**config.mk**
```make
export PLATFORM = sky130hd
export DESIGN_NAME = decimal_to_base100_number_encoder_unit
export DESIGN_NICKNAME = d
export VERILOG_FILES = /design/src/hw/rtl/d2b100_pkg.sv /design/src/hw/rtl/decimal_to_base100_number_encoder_unit.sv /design/src/hw/rtl/d2b100_front.sv /design/src/hw/rtl/d2b100_queue.sv /design/src/hw/rtl/d2b100_back.sv
export SDC_FILE = /design/constraint.sdc
export NUM_CORES = 1
export LEC_CHECK = 0
export BUFFER_PORTS_ARGS = -buffer_cell sky130_fd_sc_hd__buf_4
export CAP_MARGIN = 20
export CORE_MARGIN = 2
export CORE_UTILIZATION = 41
export CTS_CLUSTER_DIAMETER = 40
export DETAILED_ROUTE_END_ITERATION = 8
export GPL_ROUTABILITY_DRIVEN = 0
export SYNTH_ARGS = -nofsm -noshare
export SYNTH_HDL_FRONTEND = slang
export SYNTH_SLANG_ARGS = --single-unit
```
**constraint.sdc**
```tcl
create_clock -name clock -period 4.3 [get_ports clock]
set_input_delay 0.215 -clock clock [delete_from_list [all_inputs] [get_ports clock]]
set_output_delay 0.215 -clock clock [all_outputs]
set_load 0.1 [all_outputs]
```
**src/hw/rtl/d2b100_pkg.sv**
```systemverilog
// Shared types and constants of the decimal to base-100 number encoder.
// Used by the front, queue, back and top-level modules; no dependencies.
`default_nettype none

package d2b100_pkg;

   // Format limits
   localparam int MAX_MANTISSA_BYTES     = 19;
   localparam int TERMINATOR_DIGIT_LIMIT = 38;
   localparam int MANT_CNT_W             = $clog2(MAX_MANTISSA_BYTES + 1);

   // Bytes one digit item can produce: length, exponent, mantissa, terminator
   localparam int MAX_GROUP   = 4;
   localparam int SLOT_W      = $clog2(MAX_GROUP);
   localparam int GROUP_CNT_W = $clog2(MAX_GROUP + 1);

   // Group queue; depth must be a power of two (pointers wrap by truncation)
   localparam int QUEUE_DEPTH = 4;
   localparam int QPTR_W      = $clog2(QUEUE_DEPTH);
   localparam int QCNT_W      = $clog2(QUEUE_DEPTH + 1);

   // Byte codes
   localparam logic [7:0] ZERO_LENGTH   = 8'd1;
   localparam logic [7:0] ZERO_EXPONENT = 8'h80;
   localparam logic [7:0] EXP_SIGN_BIT  = 8'h80;
   localparam logic [7:0] EXP_MASK      = 8'h7F;
   localparam logic [7:0] EXP_POS_BIAS  = 8'd64;
   localparam logic [7:0] EXP_NEG_BIAS  = 8'd63;
   localparam logic [7:0] NEG_PAIR_BASE = 8'd101;
   localparam logic [7:0] TERMINATOR    = 8'd102;
   localparam logic [5:0] DIGIT_SAT     = 6'd63;

   typedef struct packed {
      logic [3:0]        digit;
      logic              negative;
      logic              is_zero;
      logic signed [7:0] point_position;
      logic [5:0]        digit_count;
      logic              last_digit;
   } req_type;

   typedef struct packed {
      logic [7:0] out_byte;
      logic       last_byte;
   } rsp_type;

   // Bytes produced by one digit item, packed from slot 0 upward
   typedef struct packed {
      logic [GROUP_CNT_W-1:0]    count;
      rsp_type [MAX_GROUP-1:0]   slot;
   } group_type;

   // Queue head as seen by the back end
   typedef struct packed {
      logic      valid;
      group_type group;
   } head_type;

endpackage

`default_nettype wire

```
**src/hw/rtl/decimal_to_base100_number_encoder_unit.sv**
```systemverilog
// Decimal to base-100 number encoder: one decimal digit per input transfer,
// one record byte per output transfer. A digit's bytes are queued, then loaded
// into the output register that drives rsp. Throughput: one digit per cycle
// unless the queue is full; bytes leave one per cycle unless rsp stalls, and
// the four-group queue absorbs the 2-4 byte bursts of leading digits.
// Reset (synchronous, active high) clears the number state, queue and output.
`default_nettype none

module decimal_to_base100_number_encoder_unit (
   input  wire logic                clock,
   input  wire logic                reset,
   // digit input
   input  wire logic                req_valid,
   output      logic                req_ready,
   input  wire d2b100_pkg::req_type req_item,
   // record bytes out
   output      logic                rsp_valid,
   input  wire logic                rsp_ready,
   output      d2b100_pkg::rsp_type rsp_item
);

   logic                  accept;
   logic                  push;
   logic                  pop;
   logic                  full;
   d2b100_pkg::group_type group;
   d2b100_pkg::head_type  head;

   // Take a digit whenever the queue has room for its byte group
   assign req_ready = !full;
   assign accept    = req_valid && req_ready;

   // Front: track pairing, pad and cap, and build this digit's bytes
   d2b100_front u_front (
      .clock     (clock),
      .reset     (reset),
      .req_item  (req_item),
      .accept    (accept),
      .push      (push),
      .group_out (group)
   );

   // Queue: decouple digit intake from byte output
   d2b100_queue u_queue (
      .clock      (clock),
      .reset      (reset),
      .push       (push),
      .push_group (group),
      .pop        (pop),
      .full       (full),
      .head       (head)
   );

   // Back: serialize each group, hold the byte until its transfer
   d2b100_back u_back (
      .clock     (clock),
      .reset     (reset),
      .head      (head),
      .pop       (pop),
      .rsp_valid (rsp_valid),
      .rsp_ready (rsp_ready),
      .rsp_item  (rsp_item)
   );

   a_out_hold: assert property (@(posedge clock) disable iff (reset)
      (rsp_valid && !rsp_ready) |=> (rsp_valid && $stable(rsp_item)))
      else $error("stalled result byte changed");

   a_zero_group: assert property (@(posedge clock) disable iff (reset)
      (accept && req_item.is_zero) |-> push)
      else $error("zero item produced no bytes");

   a_pop_needs_load: assert property (@(posedge clock) disable iff (reset)
      pop |=> rsp_valid)
      else $error("group retired without a byte on the output");

endmodule

`default_nettype wire

```
**src/hw/rtl/d2b100_front.sv**
```systemverilog
// Front end: holds the per-number state and turns each digit item into a
// group of up to four record bytes. Depends on d2b100_pkg.
`default_nettype none

module d2b100_front (
   input  wire logic                 clock,
   input  wire logic                 reset,
   input  wire d2b100_pkg::req_type  req_item,
   input  wire logic                 accept,
   output      logic                 push,
   output      d2b100_pkg::group_type group_out
);

   logic [3:0]                        pending_digit_ff, pending_digit_in;
   logic                              pending_valid_ff, pending_valid_in;
   logic [5:0]                        digits_taken_ff, digits_taken_in;
   logic [d2b100_pkg::MANT_CNT_W-1:0] mant_out_ff, mant_out_in;

   logic                first, lead, term, mant_below, lead_use;
   logic                m_emit, m_flag;
   logic [7:0]          m_value, m_code;
   logic [6:0]          pair_sum;
   logic [5:0]          mb_raw, mb;
   logic [7:0]          len_byte, exp_byte;
   logic signed [8:0]   e_adj;
   logic [7:0]          ex;
   logic [d2b100_pkg::GROUP_CNT_W-1:0] k;
   logic [d2b100_pkg::SLOT_W-1:0]      last_idx;

   assign first = (digits_taken_ff == '0);
   assign lead  = req_item.point_position[0];
   assign term  = req_item.negative &&
                  ({1'b0, req_item.digit_count} < 7'(d2b100_pkg::TERMINATOR_DIGIT_LIMIT));

   // Length byte: 1 + capped mantissa bytes + terminator
   assign pair_sum = {1'b0, req_item.digit_count} + {6'd0, lead} + 7'd1;
   assign mb_raw   = pair_sum[6:1];
   assign mb       = (mb_raw > 6'(d2b100_pkg::MAX_MANTISSA_BYTES)) ?
                     6'(d2b100_pkg::MAX_MANTISSA_BYTES) : mb_raw;
   assign len_byte = 8'd1 + {2'd0, mb} + {7'd0, term};

   // Exponent: e + lead is always even, so the halving is exact
   assign e_adj = {req_item.point_position[7], req_item.point_position} + {8'd0, lead};
   assign ex    = 8'(e_adj >>> 1);
   assign exp_byte = req_item.negative ?
                     ((d2b100_pkg::EXP_NEG_BIAS - ex) & d2b100_pkg::EXP_MASK) :
                     (((ex + d2b100_pkg::EXP_POS_BIAS) & d2b100_pkg::EXP_MASK) |
                      d2b100_pkg::EXP_SIGN_BIT);

   // At most one mantissa byte per item: lead digit, completed pair or closing pad
   assign mant_below = (mant_out_ff < d2b100_pkg::MANT_CNT_W'(d2b100_pkg::MAX_MANTISSA_BYTES));
   assign lead_use   = first && lead;
   assign m_emit     = mant_below && (lead_use || pending_valid_ff || req_item.last_digit);

   always_comb begin
      priority if (lead_use) begin
         m_value = {4'd0, req_item.digit};
      end else if (pending_valid_ff) begin
         m_value = ({4'd0, pending_digit_ff} * 8'd10) + {4'd0, req_item.digit};
      end else begin
         m_value = {4'd0, req_item.digit} * 8'd10;
      end
   end

   assign m_code = req_item.negative ? (d2b100_pkg::NEG_PAIR_BASE - m_value) :
                                       (m_value + 8'd1);
   assign m_flag = ((mant_out_ff + 1'b1) ==
                    d2b100_pkg::MANT_CNT_W'(d2b100_pkg::MAX_MANTISSA_BYTES)) && !term;

   // Pack the bytes of this item in record order
   always_comb begin
      group_out = '0;
      k         = '0;
      last_idx  = '0;
      if (req_item.is_zero) begin
         group_out.slot[0] = '{out_byte: d2b100_pkg::ZERO_LENGTH,   last_byte: 1'b0};
         group_out.slot[1] = '{out_byte: d2b100_pkg::ZERO_EXPONENT, last_byte: 1'b1};
         k = d2b100_pkg::GROUP_CNT_W'(2);
      end else begin
         if (first) begin
            group_out.slot[k[d2b100_pkg::SLOT_W-1:0]] = '{out_byte: len_byte, last_byte: 1'b0};
            k = k + 1'b1;
            group_out.slot[k[d2b100_pkg::SLOT_W-1:0]] = '{out_byte: exp_byte, last_byte: 1'b0};
            k = k + 1'b1;
         end
         if (m_emit) begin
            group_out.slot[k[d2b100_pkg::SLOT_W-1:0]] = '{out_byte: m_code, last_byte: m_flag};
            k = k + 1'b1;
         end
         if (req_item.last_digit && term) begin
            group_out.slot[k[d2b100_pkg::SLOT_W-1:0]] =
               '{out_byte: d2b100_pkg::TERMINATOR, last_byte: 1'b0};
            k = k + 1'b1;
         end
         last_idx = k[d2b100_pkg::SLOT_W-1:0] - 1'b1;
         if (req_item.last_digit && (k != '0)) begin
            group_out.slot[last_idx].last_byte = 1'b1;
         end
      end
      group_out.count = k;
   end

   assign push = accept && (group_out.count != '0);

   // Next per-number state
   always_comb begin
      pending_digit_in = pending_digit_ff;
      pending_valid_in = pending_valid_ff;
      digits_taken_in  = digits_taken_ff;
      mant_out_in      = mant_out_ff + {{(d2b100_pkg::MANT_CNT_W-1){1'b0}}, m_emit};
      if (req_item.is_zero || req_item.last_digit) begin
         pending_digit_in = '0;
         pending_valid_in = 1'b0;
         digits_taken_in  = '0;
         mant_out_in      = '0;
      end else begin
         if (!lead_use && mant_below) begin
            if (pending_valid_ff) begin
               pending_digit_in = '0;
               pending_valid_in = 1'b0;
            end else begin
               pending_digit_in = req_item.digit;
               pending_valid_in = 1'b1;
            end
         end
         if (digits_taken_ff != d2b100_pkg::DIGIT_SAT) begin
            digits_taken_in = digits_taken_ff + 6'd1;
         end
      end
   end

   always_ff @(posedge clock) begin
      if (reset) begin
         pending_digit_ff <= '0;
         pending_valid_ff <= 1'b0;
         digits_taken_ff  <= '0;
         mant_out_ff      <= '0;
      end else if (accept) begin
         pending_digit_ff <= pending_digit_in;
         pending_valid_ff <= pending_valid_in;
         digits_taken_ff  <= digits_taken_in;
         mant_out_ff      <= mant_out_in;
      end
   end

endmodule

`default_nettype wire

```
**src/hw/rtl/d2b100_queue.sv**
```systemverilog
// Short queue of byte groups between the front and back ends.
// Depends on d2b100_pkg.
`default_nettype none

module d2b100_queue (
   input  wire logic                  clock,
   input  wire logic                  reset,
   input  wire logic                  push,
   input  wire d2b100_pkg::group_type push_group,
   input  wire logic                  pop,
   output      logic                  full,
   output      d2b100_pkg::head_type  head
);

   d2b100_pkg::group_type             mem_ff [d2b100_pkg::QUEUE_DEPTH];
   logic [d2b100_pkg::QPTR_W-1:0]     wr_ptr_ff, wr_ptr_in;
   logic [d2b100_pkg::QPTR_W-1:0]     rd_ptr_ff, rd_ptr_in;
   logic [d2b100_pkg::QCNT_W-1:0]     count_ff, count_in;

   assign full       = (count_ff == d2b100_pkg::QCNT_W'(d2b100_pkg::QUEUE_DEPTH));
   assign head.valid = (count_ff != '0);
   assign head.group = mem_ff[rd_ptr_ff];

   assign wr_ptr_in = push ? wr_ptr_ff + 1'b1 : wr_ptr_ff;
   assign rd_ptr_in = pop  ? rd_ptr_ff + 1'b1 : rd_ptr_ff;
   assign count_in  = count_ff + {{(d2b100_pkg::QCNT_W-1){1'b0}}, push}
                               - {{(d2b100_pkg::QCNT_W-1){1'b0}}, pop};

   always_ff @(posedge clock) begin
      if (push) begin
         mem_ff[wr_ptr_ff] <= push_group;
      end
   end

   always_ff @(posedge clock) begin
      if (reset) begin
         wr_ptr_ff <= '0;
         rd_ptr_ff <= '0;
         count_ff  <= '0;
      end else begin
         wr_ptr_ff <= wr_ptr_in;
         rd_ptr_ff <= rd_ptr_in;
         count_ff  <= count_in;
      end
   end

   a_no_push_full: assert property (@(posedge clock) disable iff (reset)
      push |-> !full)
      else $error("group pushed into a full queue");

   a_no_pop_empty: assert property (@(posedge clock) disable iff (reset)
      pop |-> head.valid)
      else $error("group popped from an empty queue");

   a_count_track: assert property (@(posedge clock) disable iff (reset)
      ((wr_ptr_ff - rd_ptr_ff) == count_ff[d2b100_pkg::QPTR_W-1:0]))
      else $error("queue pointers disagree with occupancy");

   a_push_nonempty: assert property (@(posedge clock) disable iff (reset)
      push |=> head.valid)
      else $error("queue empty right after a push");

endmodule

`default_nettype wire

```
**src/hw/rtl/d2b100_back.sv**
```systemverilog
// Back end: walks the bytes of the head group and drives the registered
// result channel one byte per cycle while not stalled; uses d2b100_pkg.
`default_nettype none

module d2b100_back (
   input  wire logic                 clock,
   input  wire logic                 reset,
   input  wire d2b100_pkg::head_type head,
   output      logic                 pop,
   output      logic                 rsp_valid,
   input  wire logic                 rsp_ready,
   output      d2b100_pkg::rsp_type  rsp_item
);

   logic                          out_valid_ff, out_valid_in;
   d2b100_pkg::rsp_type           out_ff;
   logic [d2b100_pkg::SLOT_W-1:0] cursor_ff, cursor_in;
   logic                          load, at_end;

   assign load   = head.valid && (!out_valid_ff || rsp_ready);
   assign at_end = ({1'b0, cursor_ff} == (head.group.count - 1'b1));
   assign pop    = load && at_end;

   always_comb begin
      cursor_in = cursor_ff;
      if (load) begin
         cursor_in = at_end ? '0 : cursor_ff + 1'b1;
      end
   end

   always_comb begin
      priority if (load) begin
         out_valid_in = 1'b1;
      end else if (rsp_ready) begin
         out_valid_in = 1'b0;
      end else begin
         out_valid_in = out_valid_ff;
      end
   end

   always_ff @(posedge clock) begin
      if (load) begin
         out_ff <= head.group.slot[cursor_ff];
      end
   end

   always_ff @(posedge clock) begin
      if (reset) begin
         out_valid_ff <= 1'b0;
         cursor_ff    <= '0;
      end else begin
         out_valid_ff <= out_valid_in;
         cursor_ff    <= cursor_in;
      end
   end

   assign rsp_valid = out_valid_ff;
   assign rsp_item  = out_ff;

endmodule

`default_nettype wire
```
==> results.py, run 1 <==
metrics = {
    "status": {
        "outcome": "finished clean",
    },
    "worst_setup_path": {
        "regToRegStartpoint": "u_front.digits_taken_ff[0]",
        "path_cells": "inv_1 > ha_1 > and2_1 > nand2_1 > nand2_1 > nand2b_1 > ha_1 > a211o_1 > o31a_1 > ha_1 > inv_1 > fa_1 > xor2_1 > xnor2_1 > nor2_1",
        "cp_num_buf_inv": 2,
        "cp_max_fo": 15,
        "crit_type": "flip-flop to flip-flop",
        "crit_family": "adder cells",
        "critical_path_depth": 15,
        "max_stage_delay_ns": 0.38,
        "crit_start": "u_front.digits_taken_ff[0]",
        "crit_path_end": "u_queue.count_ff[2]",
        "endpoint_kind": "flip-flop",
        "crit_top_cell": "ha_1",
        "cp_data_required_time_ns": 4.60,
        "slowest_stage": "dfxtp_1",
        "r2r_cells": 15,
        "r2r_setup_slack_ns": 0.87,
        "crit_path_start_kind": "flip-flop",
        "cp.arrival_ns": 3.73,
        "worstReg2RegEnd": "u_queue.count_ff[2]",
    },
    "layout": {
        "mostFrequentLayoutCell": "edfxtp_1",
        "drive_above_1_share": 0.2049,
        "diodes": 0,
        "finalInstanceArea_sq_mm": 0.009255,
        "nNetsFinal": 708,
        "fin_util": 0.4755,
        "area_growth_pct": 13.56,
        "layout_common_cells": "edfxtp_1, buf_4, nand2_1",
    },
    "placed_design": {
        "port_buffers": 35,
        "placed_cell_area_sq_mm": 0.008676,
        "post-place-ws_ns": 0.8741,
        "dp_hpwl_microns": 12390,
    },
    "clocking": {
        "cts_sinks": 161,
        "cts_tree": "yes",
        "h-tree-depth": 4,
        "worstSkewPairLatency_ns": 0.42,
        "clk_pin_slew_ns": 0.06,
        "postCtsSetupRepairBufs": 0,
        "cts_buffer_depth": 2,
        "cts.repair.resized": 0,
        "cts_root_buffer": "clkbuf_16",
        "holdBufCountCts": 0,
        "cts-buffers-inserted": 17,
    },
    "logic_synthesis": {
        "ys_warn_count": 0,
        "async_reset_ff_frac": 0,
        "ys_seq_area_frac": 0.5588,
        "synth_area_sq_mm": 0.008150,
        "synth.distinct_cells": 67,
        "ys_seq_elements": 161,
        "synthCells": 604,
        "avgSynthCellArea_sq_um": 13.49,
        "synth-edff-count": 133,
        "ys.flop_type": "edfxtp_1",
        "synth_nets": 666,
    },
    "timing": {
        "finalWorstSetupSlack_ns": 0.8677,
        "layout_worst_path_cycle_share": 0.7982,
        "hold_viol": 0,
        "max_freq_mhz": 291.4,
        "clock-skew-final_ns": 0.01308,
        "slew_violations": 0,
        "rsz0062_at_grt": "false",
        "setup_tns_ns": 0,
        "setup_violations": 0,
        "period_needed_ns": 3.432,
        "slew_headroom": 0.4574,
        "tightest_slew_ns": 0.8065,
    },
    "power_and_ir_drop": {
        "totalPowerFinal_w": 0.004995,
        "powerDensity_mw_per_mm2": 539.7,
        "ir_drop_v": 0.0002928,
        "p_leak_nw": 3.242,
    },
    "detailed_routing": {
        "wirelength_microns": 17010,
        "post-route-drc-count": 0,
        "via_count": 4987,
        "viasPerCell": 5.397,
        "drtIter0Drc": 336,
        "wire_per_inst_microns": 18.41,
        "antenna_left": 0,
        "drt_pre_antenna_iters": 6,
    },
    "floorplan": {
        "die_h_microns": 145.0,
        "rows": 51,
        "dieArea_sq_mm": 0.02102,
        "io_pins": 36,
        "core-area_sq_mm": 0.01946,
        "die_w_microns": 145.0,
        "start_util": 0.4188,
    },
    "global_routing": {
        "grt_pass1_vias": 5052,
        "antenna_found_initial": 0,
        "grt_pass1_wl_microns": 27780,
        "grt_max_degree": 29,
        "grt_use_total": 0.1693,
        "grt_overflow": 0,
    },
    "hold_path": {
        "hold_class": "primary input to flip-flop",
    },
    "job": {
        "maxCapViolCount": 0,
    },
}
==> kinds of logic (layout without fill, tap and decap cells) <==
family,after synthesis,in the layout,share of synthesized area
AND/OR/NAND/NOR,163,163,0.09963
flip-flops,161,161,0.5588
AO/OA/AOI/OAI,102,102,0.08950
buffers and inverters,51,106,0.03254
XOR/XNOR,45,45,0.04836
multiplexers,45,45,0.1107
adder cells (fa/ha/maj),37,37,0.06049
==> metrics by stage <==
stage / cells / hold slack [ns]
2_1_floorplan: 604 / 0.3771
3_3_place_gp: 892 / 0.4599
3_5_place_dp: 892 / 0.4629
4_1_cts: 924 / 0.04435
5_1_grt: 924 / 0.09001
6_report: 924 / 0.05694
==> power breakdown <==
group	leakage [nW]	internal, W	switching (W)	total, W
clock network	0.278	0.000858	0.000596	0.00145
registers	1.47	0.00198	0.0000932	0.00207
logic	1.49	0.000528	0.000945	0.00147
total	3.24	0.00336	0.00163	0.00499
==> worst reg2reg max path, stage by stage (launching register included) <==
cell and delay (ns):
dfxtp_1 0.38, inv_1 0.07, ha_1 0.20, and2_1 0.14, nand2_1 0.34, nand2_1 0.13
nand2b_1 0.20, ha_1 0.28, a211o_1 0.36, o31a_1 0.37, ha_1 0.23, inv_1 0.08
fa_1 0.19, xor2_1 0.17, xnor2_1 0.13, nor2_1 0.06
==> cell type report <==
type,instances,area [sq um]
Fill cell,1703,10210
Timing Repair Buffer,48,360.3
Tap cell,265,331.6
Inverter,26,97.59
Multi-Input combinational cell,392,3331
Clock inverter,15,153.9
Clock buffer,17,425.4
Sequential cell,161,4556
==> state kept, by name (all words and copies together) (netlist names), named ones only <==
| signal | cells |
|---|---|
| u_back.cursor_ff | 2 |
| u_queue.rd_ptr_ff | 2 |
| u_queue.mem_ff | 124 |
| u_front.pending_valid_ff | 1 |
| u_front.pending_digit_ff | 4 |
| u_queue.wr_ptr_ff | 2 |
| u_back.rsp_item | 9 |
| u_front.mant_out_ff | 5 |
| u_front.digits_taken_ff | 6 |
| u_queue.count_ff | 3 |
| u_back.rsp_valid | 1 |
==> cells in the mapped netlist, types with 7 or more instances <==
| master | count | share of area |
|---|---|---|
| ha_1 | 33 | 0.051 |
| o21ai_0 | 19 | 0.012 |
| clkbuf_1 | 15 | 0.0069 |
| mux4_2 | 36 | 0.099 |
| o22ai_1 | 10 | 0.0077 |
| nand2b_1 | 7 | 0.0054 |
| o211ai_1 | 7 | 0.0064 |
| dfxtp_1 | 28 | 0.069 |
| nand3_1 | 16 | 0.0098 |
| nor2_1 | 41 | 0.019 |
| nand2_1 | 47 | 0.022 |
| edfxtp_1 | 133 | 0.49 |
| xor2_1 | 21 | 0.023 |
| nor3_1 | 7 | 0.0043 |
| inv_1 | 25 | 0.012 |
| a21oi_1 | 17 | 0.010 |
| xnor2_1 | 24 | 0.026 |
| mux2i_1 | 8 | 0.0098 |
==> metal layers <==
| metal | vias to the layer above | global-route usage | part of all wire |
|---|---|---|---|
| met5 | - | 0 | 0 |
| li1 | 2384 | - | - |
| met4 | 0 | 0.06337 | 0.019 |
| met3 | 25 | 0.03050 | 0.032 |
| met2 | 102 | 0.2829 | 0.50 |
| met1 | 2476 | 0.2211 | 0.45 |
==> worst min path at each step <==
stage	from	cells past startpoint	endpoint
6_report	rsp_ready	4	u_back.rsp_valid
5_1_grt	rsp_ready	4	u_back.rsp_valid
4_1_cts	rsp_ready	4	u_back.rsp_valid
3_5_place_dp	u_back.rsp_valid	2	u_back.rsp_valid
3_3_place_gp	u_back.rsp_valid	2	u_back.rsp_valid
2_1_floorplan	req_item[17]	2	u_front.pending_digit_ff[0]
Note: power is estimated with default switching activity, not from simulation.
==> inputs of run 2 (changes only) <==
ABC_AREA = 1   (was not set)
clock period = 2.8 ns   (was 4.3 ns; I/O delays follow)
==> run 2 against run 1 <==
Global-route usage rose by 2.1 points. Cell count increased by 25%. Clock skew shrank 0.0050 ns. Utilization rose by 2.1 points. Highest routed layer unchanged. Die area shrank 0.72%. Clock power is 54% higher. Critical endpoint is now u_queue.count_ff[1].
==> results.py, run 2 <==
metrics = {
    "clocking": {
        "holdBufCountCts": 0,
        "cts_sinks": 161,
        "clk_pin_slew_ns": 0.06,
        "worstSkewPairLatency_ns": 0.42,
        "cts_tree": "yes",
        "cts-buffers-inserted": 17,
        "cts_root_buffer": "clkbuf_16",
        "cts_buffer_depth": 2,
        "h-tree-depth": 4,
    },
    "detailed_routing": {
        "antenna_left": 0,
        "post-route-drc-count": 0,
        "via_count": 6020,
        "viasPerCell": 5.208,
        "drtIter0Drc": 419,
        "wirelength_microns": 18810,
        "wire_per_inst_microns": 16.27,
        "drt_pre_antenna_iters": 7,
    },
    "floorplan": {
        "io_pins": 36,
        "die_w_microns": 144.5,
        "rows": 51,
        "dieArea_sq_mm": 0.02087,
        "die_h_microns": 144.5,
        "core-area_sq_mm": 0.01940,
        "start_util": 0.4171,
    },
    "hold_path": {
        "hold_start": "reset",
        "hold_depth": 2,
        "hold_class": "primary input to flip-flop",
        "min_to": "u_queue.count_ff[1]",
    },
    "logic_synthesis": {
        "synth_compound_area_frac": 0.1212,
        "yosys.area_share.xor_xnor": 0.02706,
        "avgSynthCellArea_sq_um": 9.976,
        "ys_warn_count": 0,
        "yosysTopAreaCellShare": 0.4937,
        "synth.area.top_cells": "edfxtp_1, dfxtp_1, nand2_1, ha_1, o21ai_0",
        "synth-edff-count": 133,
        "synth_nets": 873,
        "ys_seq_area_frac": 0.5629,
        "ys.flop_type": "edfxtp_1",
        "yosysTopAreaCell": "edfxtp_1",
        "synthCells": 811,
        "synth_most_common_cell": "edfxtp_1",
        "async_reset_ff_frac": 0,
        "synth.distinct_cells": 45,
        "synth_area_sq_mm": 0.008090,
        "synth_common_cells": "edfxtp_1, nand2_1, nor2_1",
        "synth_top_family_by_area": "simple AND/OR/NAND/NOR gates",
        "synthAdderAreaFrac": 0.06093,
        "synthMuxAreaShare": 0,
        "ys_seq_elements": 161,
        "synthSimpleGateAreaFrac": 0.1768,
    },
    "layout": {
        "diodes": 0,
        "drive_above_1_share": 0.1930,
        "area_growth_pct": 18.99,
        "mostFrequentLayoutCell": "edfxtp_1",
        "layout_common_cells": "edfxtp_1, nand2_1, nor2_1",
        "top_register": "u_queue.mem_ff",
        "finalInstanceArea_sq_mm": 0.009627,
        "largest_reg_flops": 124,
        "n_fill_cell": 1809,
        "nNetsFinal": 940,
    },
    "timing": {
        "clock-skew-final_ns": 0.008092,
        "period_needed_ns": 2.696,
        "tightest_slew_ns": 0.5809,
        "setup_violations": 0,
        "layout_worst_path_cycle_share": 0.9628,
        "finalWorstSetupSlack_ns": 0.1041,
        "hold_viol": 0,
        "holdWs_ns": 0.03530,
        "slew_violations": 0,
        "max_freq_mhz": 370.9,
        "slew_headroom": 0.6086,
    },
    "worst_setup_path": {
        "cp_max_fo": 7,
        "crit_top_cell": "nor2_2",
        "r2r_cells": 13,
        "r2r_setup_slack_ns": 0.10,
        "cp.arrival_ns": 3.00,
        "max_stage_delay_ns": 0.53,
        "crit_path_start_kind": "flip-flop",
        "crit_type": "flip-flop to flip-flop",
        "endpoint_kind": "flip-flop",
        "worstReg2RegEnd": "u_queue.count_ff[1]",
        "path_cells": "inv_6 > nand2_2 > a32o_2 > ha_4 > xor2_1 > nand4_1 > nor2_2 > ha_1 > inv_1 > ha_2 > inv_2 > fa_2 > nor2_2",
        "slowest_stage": "fa_2",
        "cp_num_buf_inv": 3,
        "cp_data_required_time_ns": 3.11,
        "crit_family": "adder cells",
    },
    "power_and_ir_drop": {
        "p_comb_frac": 0.358,
        "p_leak_nw": 3.727,
        "clock_power_share": 0.263,
        "ir_drop_v": 0.0004699,
        "p_sw_w": 0.003161,
        "intPower_w": 0.005323,
        "swShare": 0.3725,
        "powerDensity_mw_per_mm2": 881.3,
        "seqPwrFrac": 0.379,
    },
    "job": {
        "maxCapViolCount": 0,
    },
    "placed_design": {
        "placed_cell_area_sq_mm": 0.008954,
        "port_buffers": 35,
        "post-place-ws_ns": 0.06425,
        "dp_hpwl_microns": 12910,
    },
    "global_routing": {
        "antenna_found_initial": 0,
        "grt_overflow": 0,
        "grt_max_degree": 34,
        "grt_use_total": 0.1901,
        "grt_pass1_vias": 5652,
        "grt_pass1_wl_microns": 30060,
    },
    "status": {
        "outcome": "finished clean",
    },
}
==> run 2: layout make-up <==
| type | instances | area, sq um | share of cell area |
|---|---|---|---|
| clock inverters | 14 | 141.4 | 0.01469 |
| inverters | 79 | 301.5 | 0.03132 |
| repair buffers | 76 | 624.3 | 0.06486 |
| flip-flops and latches | 161 | 4561 | 0.4737 |
| well taps | 265 | 331.6 | 0.03444 |
| multi-input cells | 543 | 3238 | 0.3364 |
| clock buffers | 18 | 429.2 | 0.04458 |
==> run 2: layer usage <==
layer	vias to the layer above	part of all wire	routed length [microns]	global-route usage
met3	26	0.056	1060	0.03841
met5	-	0	0	0
met2	149	0.48	9078	0.3188
met4	0	0.014	270	0.05008
li1	2981	-	-	-
met1	2864	0.45	8398	0.2525
==> run 2: repair_timing <==
item | 4_1_cts | 5_1_grt
gates resized for setup | 0 | 32
setup buffers | 0 | 2
endpoints found under the setup margin | 0 | 43
==> run 2: power by group through the flow <==
stage / sequential, W / clock, W / combinational (W)
4_1_cts: 0.00321 / 0.00227 / 0.00299
3_3_place_gp: 0.00325 / 0 / 0.00296
3_5_place_dp: 0.00326 / 0 / 0.00298
5_1_grt: 0.00325 / 0.00238 / 0.00333
2_1_floorplan: 0.00379 / 0 / 0.00157
6_report: 0.00321 / 0.00223 / 0.00304
==> run 2: cell families (layout without fill, tap and decap cells) <==
family	count (synthesis)	in the layout
AND/OR/NAND/NOR	322	322
buffers and inverters	107	187
AO/OA/AOI/OAI	159	159
adder cells (fa/ha/maj)	37	37
flip-flops	161	161
XOR/XNOR	25	25
==> run 2: how the worst max path moves through the flow <==
stage / start / end / cells past startpoint
after global routing: u_front.pending_digit_ff[1] / u_queue.mem_ff[3][7] / 13
after floorplan: u_front.digits_taken_ff[0] / u_queue.mem_ff[0][0] / 15
after global placement: u_front.pending_digit_ff[1] / u_queue.mem_ff[0][7] / 13
after CTS: u_front.pending_digit_ff[1] / u_queue.mem_ff[2][7] / 13
after detailed placement: u_front.pending_digit_ff[1] / u_queue.mem_ff[1][7] / 13
final: flip-flop / u_queue.count_ff[1] / 13
==> run 2: stage by stage <==
step	util	TNS (ns)	cells	power [W]
6_report	0.4963	0	1156	0.008484
5_1_grt	0.4963	-0.07952	1156	0.008954
4_1_cts	0.4910	0	1154	0.008469
3_5_place_dp	0.4616	0	1122	0.006242
3_3_place_gp	0.4616	0	1122	0.006214
2_1_floorplan	-	-24.64	811	0.005355
==> run 2: worst register-to-register path: cells and delay by family, from the launching register on <==
family	cells	cell delay [ns]
simple gates	4	0.42
compound gates	1	0.26
xor+xnor	1	0.14
buf+inv	3	0.19
flops	1	0.38
fa+ha+maj	4	1.21
